===== config.mk =====
export PLATFORM = sky130hd
export DESIGN_NAME = rgba_blit_pixel_packer
export DESIGN_NICKNAME = d
export VERILOG_FILES = /design/src/rtl/rbpp_pkg.sv /design/src/rtl/rgba_blit_pixel_packer.sv
export VERILOG_INCLUDE_DIRS = /design/src /design/src/rtl
export SDC_FILE = /design/constraint.sdc
export NUM_CORES = 1
export LEC_CHECK = 0
export ABC_AREA = 1
export BUFFER_PORTS_ARGS = -buffer_cell sky130_fd_sc_hd__clkbuf_2
export CELL_PAD_IN_SITES_DETAIL_PLACEMENT = 1
export CELL_PAD_IN_SITES_GLOBAL_PLACEMENT = 2
export CORE_ASPECT_RATIO = 0.9
export CORE_MARGIN = 2
export CORE_UTILIZATION = 38
export CTS_BUF_LIST = sky130_fd_sc_hd__clkbuf_8
export DETAILED_ROUTE_END_ITERATION = 7
export PLACE_DENSITY = 0.9
export SYNTH_ARGS = -nofsm -noshare
export SYNTH_HDL_FRONTEND = slang
export SYNTH_SLANG_ARGS = --single-unit

===== constraint.sdc =====
create_clock -name clock -period 8.9 [get_ports clock]
set_clock_uncertainty 0.1 [all_clocks]
set_input_delay 1.78 -clock clock [delete_from_list [all_inputs] [get_ports clock]]
set_output_delay 1.78 -clock clock [all_outputs]
set_load 0.02 [all_outputs]

===== src/rtl/rgba_blit_pixel_packer_assert.svh =====
// ----------------------------------------------------------------------------
// Assertion macros for the RGBA blit pixel packer
// Shared concurrent assertion forms, clocked on clock and disabled in reset.
// ----------------------------------------------------------------------------
`ifndef RGBA_BLIT_PIXEL_PACKER_ASSERT_SVH
`define RGBA_BLIT_PIXEL_PACKER_ASSERT_SVH

// The consequent must hold in the same cycle as the antecedent.
`define RBPP_ASSERT_SAME(lbl, ante, cons) \
   lbl: assert property (@(posedge clock) disable iff (reset) (ante) |-> (cons)) \
      else $error("rbpp same-cycle assertion failed");

// The consequent must hold in the cycle after the antecedent.
`define RBPP_ASSERT_NEXT(lbl, ante, cons) \
   lbl: assert property (@(posedge clock) disable iff (reset) (ante) |=> (cons)) \
      else $error("rbpp next-cycle assertion failed");

`endif


===== src/rtl/rbpp_pkg.sv =====
// ----------------------------------------------------------------------------
// RGBA blit pixel packer package
// Sizes, register indexes and the channel placement function.
// ----------------------------------------------------------------------------
package rbpp_pkg;

   localparam int MAX_WIDTH  = 8192;
   localparam int MAX_HEIGHT = 8192;

   localparam int COL_W   = $clog2(MAX_WIDTH);
   localparam int ROW_W   = $clog2(MAX_HEIGHT + 1);
   localparam int CHAN_W  = 8;
   localparam int DIM_W   = 14;
   localparam int PITCH_W = 16;
   localparam int BPP_W   = 7;
   localparam int LAY_W   = 9;
   localparam int OFFS_W  = 29;
   localparam int WORD_W  = 32;
   localparam int CSR_W   = 16;
   localparam int CSR_IDX_W = 3;

   localparam logic [BPP_W-1:0] BPP_32 = 7'd32;
   localparam logic [BPP_W-1:0] BPP_24 = 7'd24;
   localparam logic [3:0]       MASK_FULL = 4'd8;

   typedef enum logic [CSR_IDX_W-1:0] {
      CSR_SCREEN_WIDTH  = 3'd0,
      CSR_SCREEN_HEIGHT = 3'd1,
      CSR_ROW_PITCH     = 3'd2,
      CSR_BITS_PER_PIX  = 3'd3,
      CSR_RED_LAYOUT    = 3'd4,
      CSR_GREEN_LAYOUT  = 3'd5,
      CSR_BLUE_LAYOUT   = 3'd6,
      CSR_IMAGE_WIDTH   = 3'd7
   } csr_index_type;

   // Keeps the top bits of a channel as given by the mask size, then moves
   // them to the channel position. Sizes above eight act as eight.
   function automatic logic [WORD_W-1:0] channel_place(input logic [CHAN_W-1:0] value,
                                                       input logic [LAY_W-1:0] layout);
      logic [3:0]        size;
      logic [CHAN_W-1:0] kept;
      size = (layout[3:0] > MASK_FULL) ? MASK_FULL : layout[3:0];
      kept = value >> (MASK_FULL - size);
      return WORD_W'(kept) << layout[8:4];
   endfunction

endpackage


===== src/rtl/rgba_blit_pixel_packer.sv =====
// ----------------------------------------------------------------------------
// RGBA blit pixel packer
// Turns a row-major stream of RGB pixels into clipped framebuffer writes.
// ----------------------------------------------------------------------------
// Usage:
//   Source pixels enter on the req_ channel (valid/stall), one item per pixel
//   in row-major order; req_last_pixel marks the final pixel of an image.
//   Each pixel that lands inside the visible framebuffer at a depth of 24 or
//   32 bits gives one item on the rsp_ channel: a byte offset from the
//   framebuffer base, the packed pixel word and a four-byte flag. Clipped
//   pixels and other depths give no item, but still advance the position.
//   Registers are written through the csr_ port while the block is idle.
//   An accepted item passes the input register, then the result register,
//   before it shows on the rsp_ ports. Throughput is one item per cycle when
//   rsp_stall is low, set by the two-stage pipeline of an input register and
//   a result register, with the offset multiplier between them.
//   When the receiver stalls, the result register holds its item and the
//   input stage fills; req_stall rises only while both are occupied.
//   Synchronous reset empties the pipeline, clears the column and row
//   counters and returns all configuration registers to zero, except image_width to one.
// ----------------------------------------------------------------------------
`include "rgba_blit_pixel_packer_assert.svh"

module rgba_blit_pixel_packer
   import rbpp_pkg::*;
(
   input  logic                 clock,
   input  logic                 reset,

   input  logic                 req_valid,
   output logic                 req_stall,
   input  logic [CHAN_W-1:0]    req_red,
   input  logic [CHAN_W-1:0]    req_green,
   input  logic [CHAN_W-1:0]    req_blue,
   input  logic                 req_last_pixel,

   output logic                 rsp_valid,
   input  logic                 rsp_stall,
   output logic [OFFS_W-1:0]    rsp_byte_offset,
   output logic [WORD_W-1:0]    rsp_pixel_word,
   output logic                 rsp_four_bytes,

   input  logic                 csr_write,
   input  logic [CSR_IDX_W-1:0] csr_index,
   input  logic [CSR_W-1:0]     csr_data
);

   // Configuration registers.
   logic [DIM_W-1:0]   screen_width_ff, screen_height_ff, image_width_ff;
   logic [PITCH_W-1:0] row_pitch_ff;
   logic [BPP_W-1:0]   bpp_ff;
   logic [LAY_W-1:0]   red_layout_ff, green_layout_ff, blue_layout_ff;

   // Position counters.
   logic [COL_W-1:0]   col_ff, col_in;
   logic [ROW_W-1:0]   row_ff, row_in;

   // Input stage: holds only pixels that produce a write.
   logic               s1_valid_ff, s1_valid_in;
   logic [CHAN_W-1:0]  s1_red_ff, s1_green_ff, s1_blue_ff;
   logic [COL_W-1:0]   s1_col_ff;
   logic [ROW_W-1:0]   s1_row_ff;

   // Result stage.
   logic               rsp_valid_ff, rsp_valid_in;
   logic [OFFS_W-1:0]  rsp_offset_ff, rsp_offset_in;
   logic [WORD_W-1:0]  rsp_word_ff, rsp_word_in;
   logic               rsp_four_ff, rsp_four_in;

   logic               req_accept;
   logic               out_free;
   logic               s1_load;
   logic               hit;
   logic [COL_W:0]     col_next;
   logic [ROW_W+PITCH_W-1:0] row_bytes;
   logic [COL_W+1:0]   col_bytes;

   assign out_free   = !rsp_valid_ff || !rsp_stall;
   // The input stage takes a new item when it is empty or its item moves on.
   assign s1_load    = !s1_valid_ff || out_free;
   assign req_stall  = s1_valid_ff && !out_free;
   assign req_accept = req_valid && !req_stall;

   assign hit = (32'(col_ff) < 32'(screen_width_ff)) &&
                (32'(row_ff) < 32'(screen_height_ff)) &&
                ((bpp_ff == BPP_32) || (bpp_ff == BPP_24));

   // The column wraps when the next column reaches the image width or the
   // largest supported width; the row stops once it reaches the height limit.
   always_comb begin
      col_next = {1'b0, col_ff} + 1'b1;
      col_in   = col_ff;
      row_in   = row_ff;
      if (req_accept) begin
         if (req_last_pixel) begin
            col_in = '0;
            row_in = '0;
         end else if ((32'(col_next) >= 32'(image_width_ff)) ||
                      (32'(col_next) >= 32'(MAX_WIDTH))) begin
            col_in = '0;
            if (32'(row_ff) < 32'(MAX_HEIGHT)) begin
               row_in = row_ff + 1'b1;
            end
         end else begin
            col_in = col_next[COL_W-1:0];
         end
      end
   end

   always_comb begin
      if (s1_load) begin
         s1_valid_in = req_accept && hit;
      end else begin
         s1_valid_in = s1_valid_ff;
      end
      if (out_free) begin
         rsp_valid_in = s1_valid_ff;
      end else begin
         rsp_valid_in = rsp_valid_ff;
      end
   end

   // Offset and packing for the item in the input stage.
   always_comb begin
      row_bytes = ROW_W'(s1_row_ff) * row_pitch_ff;
      if (bpp_ff == BPP_32) begin
         col_bytes = {s1_col_ff, 2'b00};
      end else begin
         col_bytes = {1'b0, s1_col_ff, 1'b0} + (COL_W+2)'(s1_col_ff);
      end
      rsp_offset_in = OFFS_W'(row_bytes) + OFFS_W'(col_bytes);
      if ((red_layout_ff[3:0] == 4'd0) && (green_layout_ff[3:0] == 4'd0) &&
          (blue_layout_ff[3:0] == 4'd0)) begin
         rsp_word_in = {8'h00, s1_red_ff, s1_green_ff, s1_blue_ff};
      end else begin
         rsp_word_in = channel_place(s1_red_ff, red_layout_ff) |
                       channel_place(s1_green_ff, green_layout_ff) |
                       channel_place(s1_blue_ff, blue_layout_ff);
      end
      rsp_four_in = (bpp_ff == BPP_32);
   end

   always_ff @(posedge clock) begin
      if (reset) begin
         screen_width_ff  <= '0;
         screen_height_ff <= '0;
         row_pitch_ff     <= '0;
         bpp_ff           <= '0;
         red_layout_ff    <= '0;
         green_layout_ff  <= '0;
         blue_layout_ff   <= '0;
         image_width_ff   <= DIM_W'(1);
      end else if (csr_write) begin
         case (csr_index_type'(csr_index))
            CSR_SCREEN_WIDTH:  screen_width_ff  <= csr_data[DIM_W-1:0];
            CSR_SCREEN_HEIGHT: screen_height_ff <= csr_data[DIM_W-1:0];
            CSR_ROW_PITCH:     row_pitch_ff     <= csr_data[PITCH_W-1:0];
            CSR_BITS_PER_PIX:  bpp_ff           <= csr_data[BPP_W-1:0];
            CSR_RED_LAYOUT:    red_layout_ff    <= csr_data[LAY_W-1:0];
            CSR_GREEN_LAYOUT:  green_layout_ff  <= csr_data[LAY_W-1:0];
            CSR_BLUE_LAYOUT:   blue_layout_ff   <= csr_data[LAY_W-1:0];
            CSR_IMAGE_WIDTH:   image_width_ff   <= csr_data[DIM_W-1:0];
            default: ;
         endcase
      end
   end

   always_ff @(posedge clock) begin
      if (reset) begin
         col_ff       <= '0;
         row_ff       <= '0;
         s1_valid_ff  <= 1'b0;
         rsp_valid_ff <= 1'b0;
      end else begin
         col_ff       <= col_in;
         row_ff       <= row_in;
         s1_valid_ff  <= s1_valid_in;
         rsp_valid_ff <= rsp_valid_in;
      end
   end

   always_ff @(posedge clock) begin
      if (s1_load) begin
         s1_red_ff   <= req_red;
         s1_green_ff <= req_green;
         s1_blue_ff  <= req_blue;
         s1_col_ff   <= col_ff;
         s1_row_ff   <= row_ff;
      end
      if (out_free && s1_valid_ff) begin
         rsp_offset_ff <= rsp_offset_in;
         rsp_word_ff   <= rsp_word_in;
         rsp_four_ff   <= rsp_four_in;
      end
   end

   assign rsp_valid       = rsp_valid_ff;
   assign rsp_byte_offset = rsp_offset_ff;
   assign rsp_pixel_word  = rsp_word_ff;
   assign rsp_four_bytes  = rsp_four_ff;

   `RBPP_ASSERT_SAME(a_row_saturates, 1'b1, 32'(row_ff) <= 32'(MAX_HEIGHT))
   `RBPP_ASSERT_NEXT(a_last_clears, req_accept && req_last_pixel,
                     (col_ff == '0) && (row_ff == '0))
   `RBPP_ASSERT_NEXT(a_stage_moves, s1_valid_ff && out_free, rsp_valid_ff)
   `RBPP_ASSERT_SAME(a_four_matches, rsp_valid_ff, rsp_four_ff == (bpp_ff == BPP_32))

endmodule


==> impl_results.md, run 1 <==
- Postcts setup bufs: 0
- Slowest cell on the critical path: fa_1
- Register bit total from synthesis: 234
- Mapped Cells: between 2000 and 3000
- Setup ws final: 1310 ps
- Clk_lat worst skew: 630 ps
- Multi-input logic area: 12900 um2
- Syn Nets: a little over 3000
- Crit. End Element: register
- Unrepaired setup endpoints after global routing: false
- Initial antenna violation count: 4
- Via count: 18600
- Worst reg2reg startpoint: s1_col_ff[1]$_DFFE_PN_
- Routed wire length: ~69 mm
- Sequential cell area: 5820 um2
- CTS Root Cell: clkbuf_8
- Max frequency: 132 MHz
- First-pass GRT wire length: about 110 mm
- Final Hold Vio Count: 0
- DRT Pass-1 Iters: 5
- DR WL/cell: 19.6 um
- Hold slack final: about 370 ps
- Placed Cells incl. Taps: 3411
- Final min period: between 7000 and 8000 ps
- Die span in y: 227 um
- Post-synth top area cell: fa_1
- Pins Over Slew Limit: 0
- CTS tree: yes
- CP Launch Type: register
- Core ar.: 54400 um2
- WP buf/inv: 7
- CTS resizes: 0
- Hold_sp: screen_width_ff[3]$_SDFFE_PP0P_
- CP max FO: 4
- Initial Utilization: about 38%
- Share of cells above drive strength 1: 8.11%
- Pleak: 11.0 nW
- Total GRT Usage: 24.5%
- Worst endpoint data arrival time: 7850 ps
- Hold crit path type: register to register
- Post-DP HPWL: approximately 54 mm
- Non-Filler Instances: 3494
- Ranking of synthesized cells by area: fa_1 (17%), edfxtp_1 (16%), dfxtp_1 (12%)
- Cell Area, Synth: 20900 um2
- Setup TNS: 0 ps
- H-Tree Depth: 2
- Yosys warnings: 0
- Vias/cell: 5.33
- Main synth FF type: dfxtp_1
- Layout overhead on the synthesized area: 9.00%
- Vias in the first global route: 19600
- Place WS: 1300 ps
- Power Dens Cells: about 120 nW/um2
- Largest net degree at the start of global routing: 61
- Crit path kind: register to register
- Top-count cell post-synth: nand2_1
- Outcome: finished, final reports clean
- Unique masters post-synth: 53
- I/O pin count: 113
- Fin crit share: 85.3%
- # hold bufs at CTS: 0
- Max VDD drop: 0.0000872 V
- Fillers: 6733
- CTS Buf Count: between 40 and 50
- FP Rows: 81
- Clock net sink count: 234
- Clk slew on worst S/H paths: 60 ps
- Number of enable flip-flop cells after synthesis: between 100 and 150
- CP top delay family: adder cells
- CP max stage delay: 580 ps
- Buffers added on ports: 112
- Crit path from: s1_col_ff[1]$_DFFE_PN_
- Post-synth top area share: between 10% and 20%
- Drt initial violations: 1295
- Worst Tran Pin Value: 914 ps
- GPL Wtd Cong: 0.899
- Req. time, crit path: 9160 ps
- Die area: 57000 um2
- DR DRC count: 0
- Rel. slew slack: 37.5%
- Commonest cells post-synth: nand2_1 (611), inv_1 (442), nand3_1 (273), fa_1 (180), nor2_1 (163)
- Asr flop ratio synth: 0%
- Net count, final: 3129
- Final setup viols: 0
- Antenna Violating Nets Remaining: 0
- GRT overflow: 0
- Max-Cap Viols: 0
- Die Wd: 251 um
- Post-synthesis sequential area ratio: 27.8%
- Mean Syn Cell Area: 7.73 um2
- CTS max path bufs: 3
==> worst register-to-register path, delay by kind of cell (launching register included) <==
kind | cells | cell delay, ps
adders and majority gates | 9 | 3980
AOI/OAI and AO/OA | 11 | 2250
buffers and inverters | 7 | 430
DFF | 1 | 390
xor gates and xnor gates | 1 | 150
and+or+nand+nor | 1 | 40
==> flip-flops by register name, summed over array words and instances (netlist names), 7 cells and up <==
name	cells
col_ff	13
red_layout_ff	9
screen_height_ff	14
rsp_pixel_word	32
row_ff	14
bpp_ff	7
row_pitch_ff	16
rsp_byte_offset	29
s1_blue_ff	8
s1_green_ff	8
green_layout_ff	9
screen_width_ff	14
s1_col_ff	13
s1_row_ff	14
s1_red_ff	8
image_width_ff	14
blue_layout_ff	9
==> report_power, final <==
| part | switching (mW) | internal (mW) |
|---|---|---|
| clock | 0.513 | 0.546 |
| combinational | 0.260 | 0.110 |
| sequential | 0.0460 | 1.16 |
==> per-stage QoR <==
step,util (%),cell area [um2],power (mW)
after floorplan,-,20900,1.45
final,41.9,22800,2.63
after CTS,41.9,22800,2.66
after global placement,40.3,22000,1.58
after global routing,41.9,22800,2.76
after detailed placement,40.3,22000,1.59
==> layout make-up <==
cell class | count | share of cell area, %
multi-input cells | 1902 | 56.7
flip-flops and latches | 234 | 25.5
inverters | 449 | 7.39
well taps | 705 | 3.87
clock buffers | 50 | 3.02
repair buffers | 121 | 2.75
clock inverters | 32 | 0.740
diodes | 1 | 0.0110
==> layout by cell type (no fill, tap or decap), types with 3 or more instances in the layout <==
master / n
nand2_4: 6
nand3_1: 273
nand3_2: 4
o21ai_0: 136
buf_4: 9
nor3_2: 3
a31oi_1: 3
o21ai_1: 16
clkinv_2: 6
a21boi_1: 3
o211ai_1: 4
o21bai_1: 4
a21oi_1: 152
nor3_1: 15
nand2_2: 12
nor2_1: 163
nand2_1: 611
dfxtp_1: 121
inv_2: 6
a221oi_1: 3
xor2_1: 37
clkbuf_2: 112
nor4_1: 6
clkinv_1: 10
fa_1: 180
edfxtp_1: 113
xnor2_1: 17
nand4_1: 67
nand3b_1: 5
clkbuf_8: 50
nor2_4: 4
o221ai_1: 4
ha_1: 148
inv_1: 456
==> kinds of logic after synthesis <==
kind of cell	Yosys count	share of synthesized area [%]
AND/OR/NAND/NOR	1182	24.8
AO/OA/AOI/OAI	336	8.50
adder cells (fa/ha/maj)	328	26.1
flip-flops	234	27.8
XOR/XNOR	56	2.42
buffers and inverters	570	10.5
==> layer usage <==
metal,part of all wire (%),GRT usage (%)
met5,0.019,0
met1,48,35.1
met3,6.2,4.22
met4,2.1,6.39
met2,44,38.3
==> worst paths after layout <==
path,endpoint,slack [ps],cells after the start
setup / recovery,rsp_byte_offset[24]$_DFFE_PP_,1310,29
hold / removal,screen_width_ff[3]$_SDFFE_PP0P_,370,2
setup reg to reg,rsp_byte_offset[24]$_DFFE_PP_,1310,29
hold reg to reg,screen_width_ff[3]$_SDFFE_PP0P_,370,2
No activity file was read; power rests on OpenSTA's default activity.
==> run 2, diff against run 1 <==
--- a/config.mk
+++ b/config.mk
@@ -10,7 +10,6 @@
 export BUFFER_PORTS_ARGS = -buffer_cell sky130_fd_sc_hd__clkbuf_2
 export CELL_PAD_IN_SITES_DETAIL_PLACEMENT = 1
 export CELL_PAD_IN_SITES_GLOBAL_PLACEMENT = 2
-export CORE_ASPECT_RATIO = 0.9
 export CORE_MARGIN = 2
 export CORE_UTILIZATION = 38
 export CTS_BUF_LIST = sky130_fd_sc_hd__clkbuf_8
==> impl_results.md, run 2 (synthesis gave the netlist of run 1 again) <==
- Max VDD drop: 0.000137 V (+58%)
- CTS resizes: 0 (unchanged)
- Share of cells above drive strength 1: 8.18% (+0.078 points)
- Worst R2R Path Depth: 28 (-3.4%)
- DR WL/cell: 18.9 um (-3.8%)
- Rel. slew slack: 39.1% (+1.6 points)
- Hold_sp: screen_width_ff[3]$_SDFFE_PP0P_
- Clock net sink count: 234 (unchanged)
- CP max FO: 4 (unchanged)
- Crit. End Element: register
- Vias in the first global route: 19100 (-2.8%)
- DRT Pass-1 Iters: 5 (unchanged)
- Clk_lat worst skew: 630 ps (about the same)
- GRT overflow: 0 (unchanged)
- Worst Tran Pin Value: 911 ps (-3.00 ps)
- Antenna Violating Nets Remaining: 0 (unchanged)
- Reg-to-Reg End: rsp_byte_offset[22]$_DFFE_PP_
- Final setup viols: 0 (unchanged)
- # hold bufs at CTS: 0 (unchanged)
- Req. time, crit path: 9160 ps (about the same)
- CTS max path bufs: 3 (unchanged)
- CTS Buf Count: 44 (unchanged)
- Die Wd: 239 um (-5.1%)
- Max frequency: 134 MHz (+1.5%)
- Routed wire length: 65.9 mm (-3.8%)
- Most frequent CP cell: fa_1
- Final min period: 7480 ps (-109 ps)
- Worst Hold Depth: 2 (unchanged)
- Power Dens Cells: 116 nW/um2 (+0.47%)
- Post-DP HPWL: 51.3 mm (-5.5%)
- Net count, final: 3127 (-0.064%)
- Setup TNS: 0 ps (unchanged)
- Clk slew on worst S/H paths: 60 ps (about the same)
- H-Tree Depth: 2 (unchanged)
- Setup ws final: 1420 ps (+109 ps)
- Largest net degree at the start of global routing: 94 (+54%)
- Hold crit path type: register to register
- Worst Hold Path EP: screen_width_ff[3]$_SDFFE_PP0P_
- Most common cell after layout, fill and taps aside: nand2_1
- Final Hold Vio Count: 0 (unchanged)
- Layout overhead on the synthesized area: 9.04% (about the same)
- Via count: 18300 (-1.7%)
- Buffers added on ports: 112 (unchanged)
- Slowest cell on the critical path: fa_1
- Postcts setup bufs: 0 (unchanged)
- Outcome: finished, final reports clean
- Max reg flops: 32 (unchanged)
- Core ar.: 54800 um2 (+0.64%)
- Place WS: 1360 ps (+58.1 ps)
- Max-Cap Viols: 0 (unchanged)
- Unrepaired setup endpoints after global routing: false
- Initial Utilization: 38.2% (-0.24 points)
- Crit path kind: register to register
- Worst endpoint data arrival time: 7740 ps (-110 ps)
- Initial antenna violation count: 0 (-4)
- CTS tree: yes
- Vias/cell: 5.24 (-1.6%)
- GPL Wtd Cong: 0.908 (+0.96%)
- CP max stage delay: 570 ps (about the same)
- I/O pin count: 113 (unchanged)
- Highest-count cells in the layout ignoring fill and taps: nand2_1 (611), inv_1 (457), nand3_1 (273)
- Drt initial violations: 1129 (-13%)
- Total GRT Usage: 23.3% (-1.3 points)
- Die area: 57000 um2 (about the same)
- CP Launch Type: register
- Pins Over Slew Limit: 0 (unchanged)
- Die span in y: 239 um (+5.3%)
- DR DRC count: 0 (unchanged)
- Fin crit share: 84.1% (-1.2 points)
- Pleak: 11.0 nW (about the same)
- First-pass GRT wire length: 105 mm (-3.4%)
- Worst reg2reg startpoint: s1_col_ff[0]$_DFFE_PN_
- Reg2Reg Setup Slack: 1420 ps (+110 ps)
- FP Rows: 86 (+6.2%)
- CTS Root Cell: clkbuf_8
run 2: power breakdown:
group          internal, mW  leakage (nW)  total [mW]  switching (mW)
Combinational         0.110          8.38       0.369           0.259
Sequential             1.16          2.13        1.20          0.0471
Clock                 0.573         0.517        1.07           0.499
Total                  1.84          11.0        2.65           0.805
run 2: how the worst max path moves through the flow:
| stage | startpoint | endpoint | depth (start not counted) |
|---|---|---|---|
| global placement | s1_col_ff[1]$_DFFE_PN_ | rsp_byte_offset[22]$_DFFE_PP_ | 28 |
| finish | s1_col_ff[0]$_DFFE_PN_ | rsp_byte_offset[22]$_DFFE_PP_ | 28 |
| global route | s1_col_ff[0]$_DFFE_PN_ | rsp_byte_offset[22]$_DFFE_PP_ | 29 |
| CTS | s1_col_ff[1]$_DFFE_PN_ | rsp_byte_offset[22]$_DFFE_PP_ | 29 |
| detailed placement | s1_col_ff[0]$_DFFE_PN_ | rsp_byte_offset[22]$_DFFE_PP_ | 29 |
| floorplan | s1_col_ff[1]$_DFFE_PN_ | rsp_byte_offset[22]$_DFFE_PP_ | 28 |
run 2: routing by layer:
metal  vias to the layer above  GRT usage, %  part of all wire [%]
li1                       8780             -                     -
met1                      9061          32.9                    48
met2                       389          37.3                    45
met3                        75          3.63                   4.9
met4                         0          5.45                   1.8
met5                         -             0                     0
run 2: per-stage QoR:
| stage | power (mW) | cells | hold WS [ps] | cell area [um2] | utilization, % |
|---|---|---|---|---|---|
| final | 2.65 | 3491 | 366 | 22800 | 41.7 |
| after global routing | 2.78 | 3490 | 380 | 22800 | 41.7 |
| after CTS | 2.69 | 3490 | 366 | 22800 | 41.7 |
| after detailed placement | 1.59 | 3408 | 355 | 21900 | 40.1 |
| after global placement | 1.58 | 3408 | 347 | 21900 | 40.1 |
| after floorplan | 1.45 | 2706 | 335 | 20900 | - |
run 2: area by class of cell:
| type | count | area, um2 |
|---|---|---|
| clock inverters | 32 | 193 |
| inverters | 449 | 1690 |
| well taps | 704 | 881 |
| diodes | 1 | 2.50 |
| repair buffers | 119 | 613 |
| fillers | 6732 | 31900 |
| multi-input cells | 1902 | 12900 |
| flip-flops and latches | 234 | 5820 |
| clock buffers | 50 | 688 |
run 2: worst max-delay path: cells and delay by family, from the launching register on:
kind | cells | cell delay [ps]
AO/OA/AOI/OAI | 11 | 2040
buffers and inverters | 5 | 360
AND/OR/NAND/NOR | 2 | 350
flip-flops | 1 | 400
adder cells (fa/ha/maj) | 9 | 3830
XOR/XNOR | 1 | 160
==> run 3, diff against run 2 <==
--- a/config.mk
+++ b/config.mk
@@ -11,10 +11,10 @@
 export CELL_PAD_IN_SITES_DETAIL_PLACEMENT = 1
 export CELL_PAD_IN_SITES_GLOBAL_PLACEMENT = 2
 export CORE_MARGIN = 2
-export CORE_UTILIZATION = 38
+export CORE_UTILIZATION = 35
 export CTS_BUF_LIST = sky130_fd_sc_hd__clkbuf_8
 export DETAILED_ROUTE_END_ITERATION = 7
-export PLACE_DENSITY = 0.9
+export PLACE_DENSITY = 0.88
 export SYNTH_ARGS = -nofsm -noshare
 export SYNTH_HDL_FRONTEND = slang
 export SYNTH_SLANG_ARGS = --single-unit
==> constraint.sdc (replaced) <==
create_clock -name clock -period 6.3 [get_ports clock]
set_clock_uncertainty 0.1 [all_clocks]
set_input_delay 1.26 -clock clock [delete_from_list [all_inputs] [get_ports clock]]
set_output_delay 1.26 -clock clock [all_outputs]
set_load 0.02 [all_outputs]
==> impl_results.md, run 3 (synthesis gave the netlist of run 1 again) <==
- Outcome: finished, violations left
- Failing checks: negative setup slack
- DRT Pass-1 Iters: 5 (unchanged)
- Pleak: 11.8 nW (+7.0%)
- FP Rows: 89 (+3.5%)
- CP Capture Point: rsp_byte_offset[28]$_DFFE_PP_
- Antenna Violating Nets Remaining: 0 (unchanged)
- Power Dens Cells: 155 nW/um2 (+34%)
- Die Wd: 249 um (+4.1%)
- Post-layout util: 41.8% (+0.18 points)
- Crit path kind: register to register
- H-Tree Depth: 2 (unchanged)
- Crit. End Element: register
- Clk slew on worst S/H paths: 70 ps (about the same)
- GPL Wtd Cong: 0.898 (-1.1%)
- Total Power: 3.84 mW (+45%)
- Setup ws final: -334 ps (-1750 ps)
- I/O pin count: 113 (unchanged)
- Highest-count cells in the layout ignoring fill and taps: nand2_1 (599), inv_1 (433), nand3_1 (263)
- Max VDD drop: 0.000120 V (-13%)
- Worst Tran Pin Value: 998 ps (+87.0 ps)
- DR WL/cell: 19.0 um (+0.63%)
- Final min period: 6630 ps (-848 ps)
- Non-Filler Instances: 3688 (+5.6%)
- Place WS: -578 ps (-1940 ps)
- Via count: 19100 (+4.1%)
- First-pass GRT wire length: 111 mm (+6.0%)
- Initial antenna violation count: 2 (+2)
- GRT overflow: 0 (unchanged)
- Crit path from: s1_col_ff[10]$_DFFE_PN_
- Pins Over Slew Limit: 0 (unchanged)
- Initial Utilization: 35.5% (-2.8 points)
- CTS Root Cell: clkbuf_8
- Most common cell after layout, fill and taps aside: nand2_1
- Reg-to-Reg End: rsp_byte_offset[28]$_DFFE_PP_
- DR DRC count: 0 (unchanged)
- Drt initial violations: 1135 (+0.53%)
- Worst R2R Path Depth: 30 (+7.1%)
- Fin crit share: 105% (+21 points)
- Buffers added on ports: 112 (unchanged)
- Worst endpoint data arrival time: 6940 ps (-800 ps)
- CP Launch Type: register
- Rel. slew slack: 33.5% (-5.6 points)
- Req. time, crit path: 6610 ps (-2550 ps)
- Clk_lat worst skew: 650 ps (+20 ps)
- Routed wire length: 70.0 mm (+6.3%)
- Net count, final: 3254 (+4.1%)
- Vias in the first global route: 20400 (+6.9%)
- Hold slack final: 366 ps (+0.687 ps)
- Post-DP HPWL: 54.4 mm (+6.0%)
- Reg2Reg Setup Slack: -330 ps (-1750 ps)
- CTS tree: yes
- Die span in y: 249 um (+4.1%)
- CTS max path bufs: 3 (unchanged)
- Final Hold Vio Count: 0 (unchanged)
- Max-Cap Viols: 0 (unchanged)
- Hold crit path type: register to register
- Final setup viols: 16 (+16)
- Max reg flops: 32 (unchanged)
- Total GRT Usage: 22.4% (-0.89 points)
- Worst reg2reg startpoint: s1_col_ff[10]$_DFFE_PN_
- Placed Cells incl. Taps: 3579 (+5.0%)
- Slowest cell on the critical path: fa_1
- Unrepaired setup endpoints after global routing: true
- Core ar.: 59000 um2 (+7.8%)
- Share of cells above drive strength 1: 16.6% (+8.4 points)
- Max frequency: 151 MHz (+13%)
- CP max stage delay: 540 ps (-30 ps)
- Die area: 61800 um2 (+8.4%)
- CP max FO: 4 (unchanged)
- Largest net degree at the start of global routing: 73 (-22%)
- CTS Buf Count: 46 (+4.5%)
- Hold_sp: image_width_ff[6]$_SDFFE_PP0P_
- Vias/cell: 5.17 (-1.4%)
- Clock net sink count: 234 (unchanged)
- Layout overhead on the synthesized area: 18.0%
==> run 3: worst min-delay path by stage <==
stage                                        end  slack (ps)  cells past startpoint
6_report          image_width_ff[6]$_SDFFE_PP0P_         370                      2
5_1_grt          screen_width_ff[8]$_SDFFE_PP0P_         390                      2
4_1_cts          screen_width_ff[1]$_SDFFE_PP0P_         370                      2
3_5_place_dp      image_width_ff[2]$_SDFFE_PP0P_         360                      2
3_3_place_gp     screen_width_ff[8]$_SDFFE_PP0P_         350                      2
2_1_floorplan  screen_height_ff[10]$_SDFFE_PP0P_         340                      2
==> run 3: area by class of cell <==
type,instances,area [um2]
antenna,2,5.00
fill,7205,34300
multi-input combinational,1902,13700
sequential,234,5820
clock buffer,49,674
timing repair buffer,244,1570
clock inverter,35,231
tap,773,967
inverter,449,1690
==> run 3: worst max-delay path, delay by kind of cell (launching register included) <==
| kind | cells | cell delay [ps] |
|---|---|---|
| AND/OR/NAND/NOR | 9 | 870 |
| XOR/XNOR | 1 | 130 |
| AO/OA/AOI/OAI | 5 | 830 |
| buffers and inverters | 7 | 520 |
| flip-flops | 1 | 390 |
| adder cells (fa/ha/maj) | 8 | 3540 |
==> run 3: routing by layer <==
layer	up-vias	wire length, um	GRT usage [%]
met3	91	3330	3.23
met4	0	1470	6.36
met5	-	0	0
met2	422	32400	36.1
met1	9495	32900	31.1
li1	9052	-	-
==> run 3: metrics by stage <==
step | setup TNS [ps] | cell area, um2
2_1_floorplan | -1.11 | 21100
3_3_place_gp | -4230 | 23000
3_5_place_dp | -6020 | 23000
4_1_cts | -2730 | 24200
5_1_grt | -7210 | 24700
6_report | -3100 | 24700
==> run 3: what timing repair did <==
item / CTS / global route
resized for setup: 53 / 91
cloned: 0 / 0
setup buffers: 11 / 13
pin swaps: 22 / 62
endpoints found under the setup margin: 17 / 20
hold buffers: 0 / 0
==> run 3: power breakdown <==
part           switching (mW)  internal, mW  leakage [nW]
combinational           0.396         0.174          9.17
sequential             0.0517          1.63          2.13
clock                   0.769         0.813         0.499
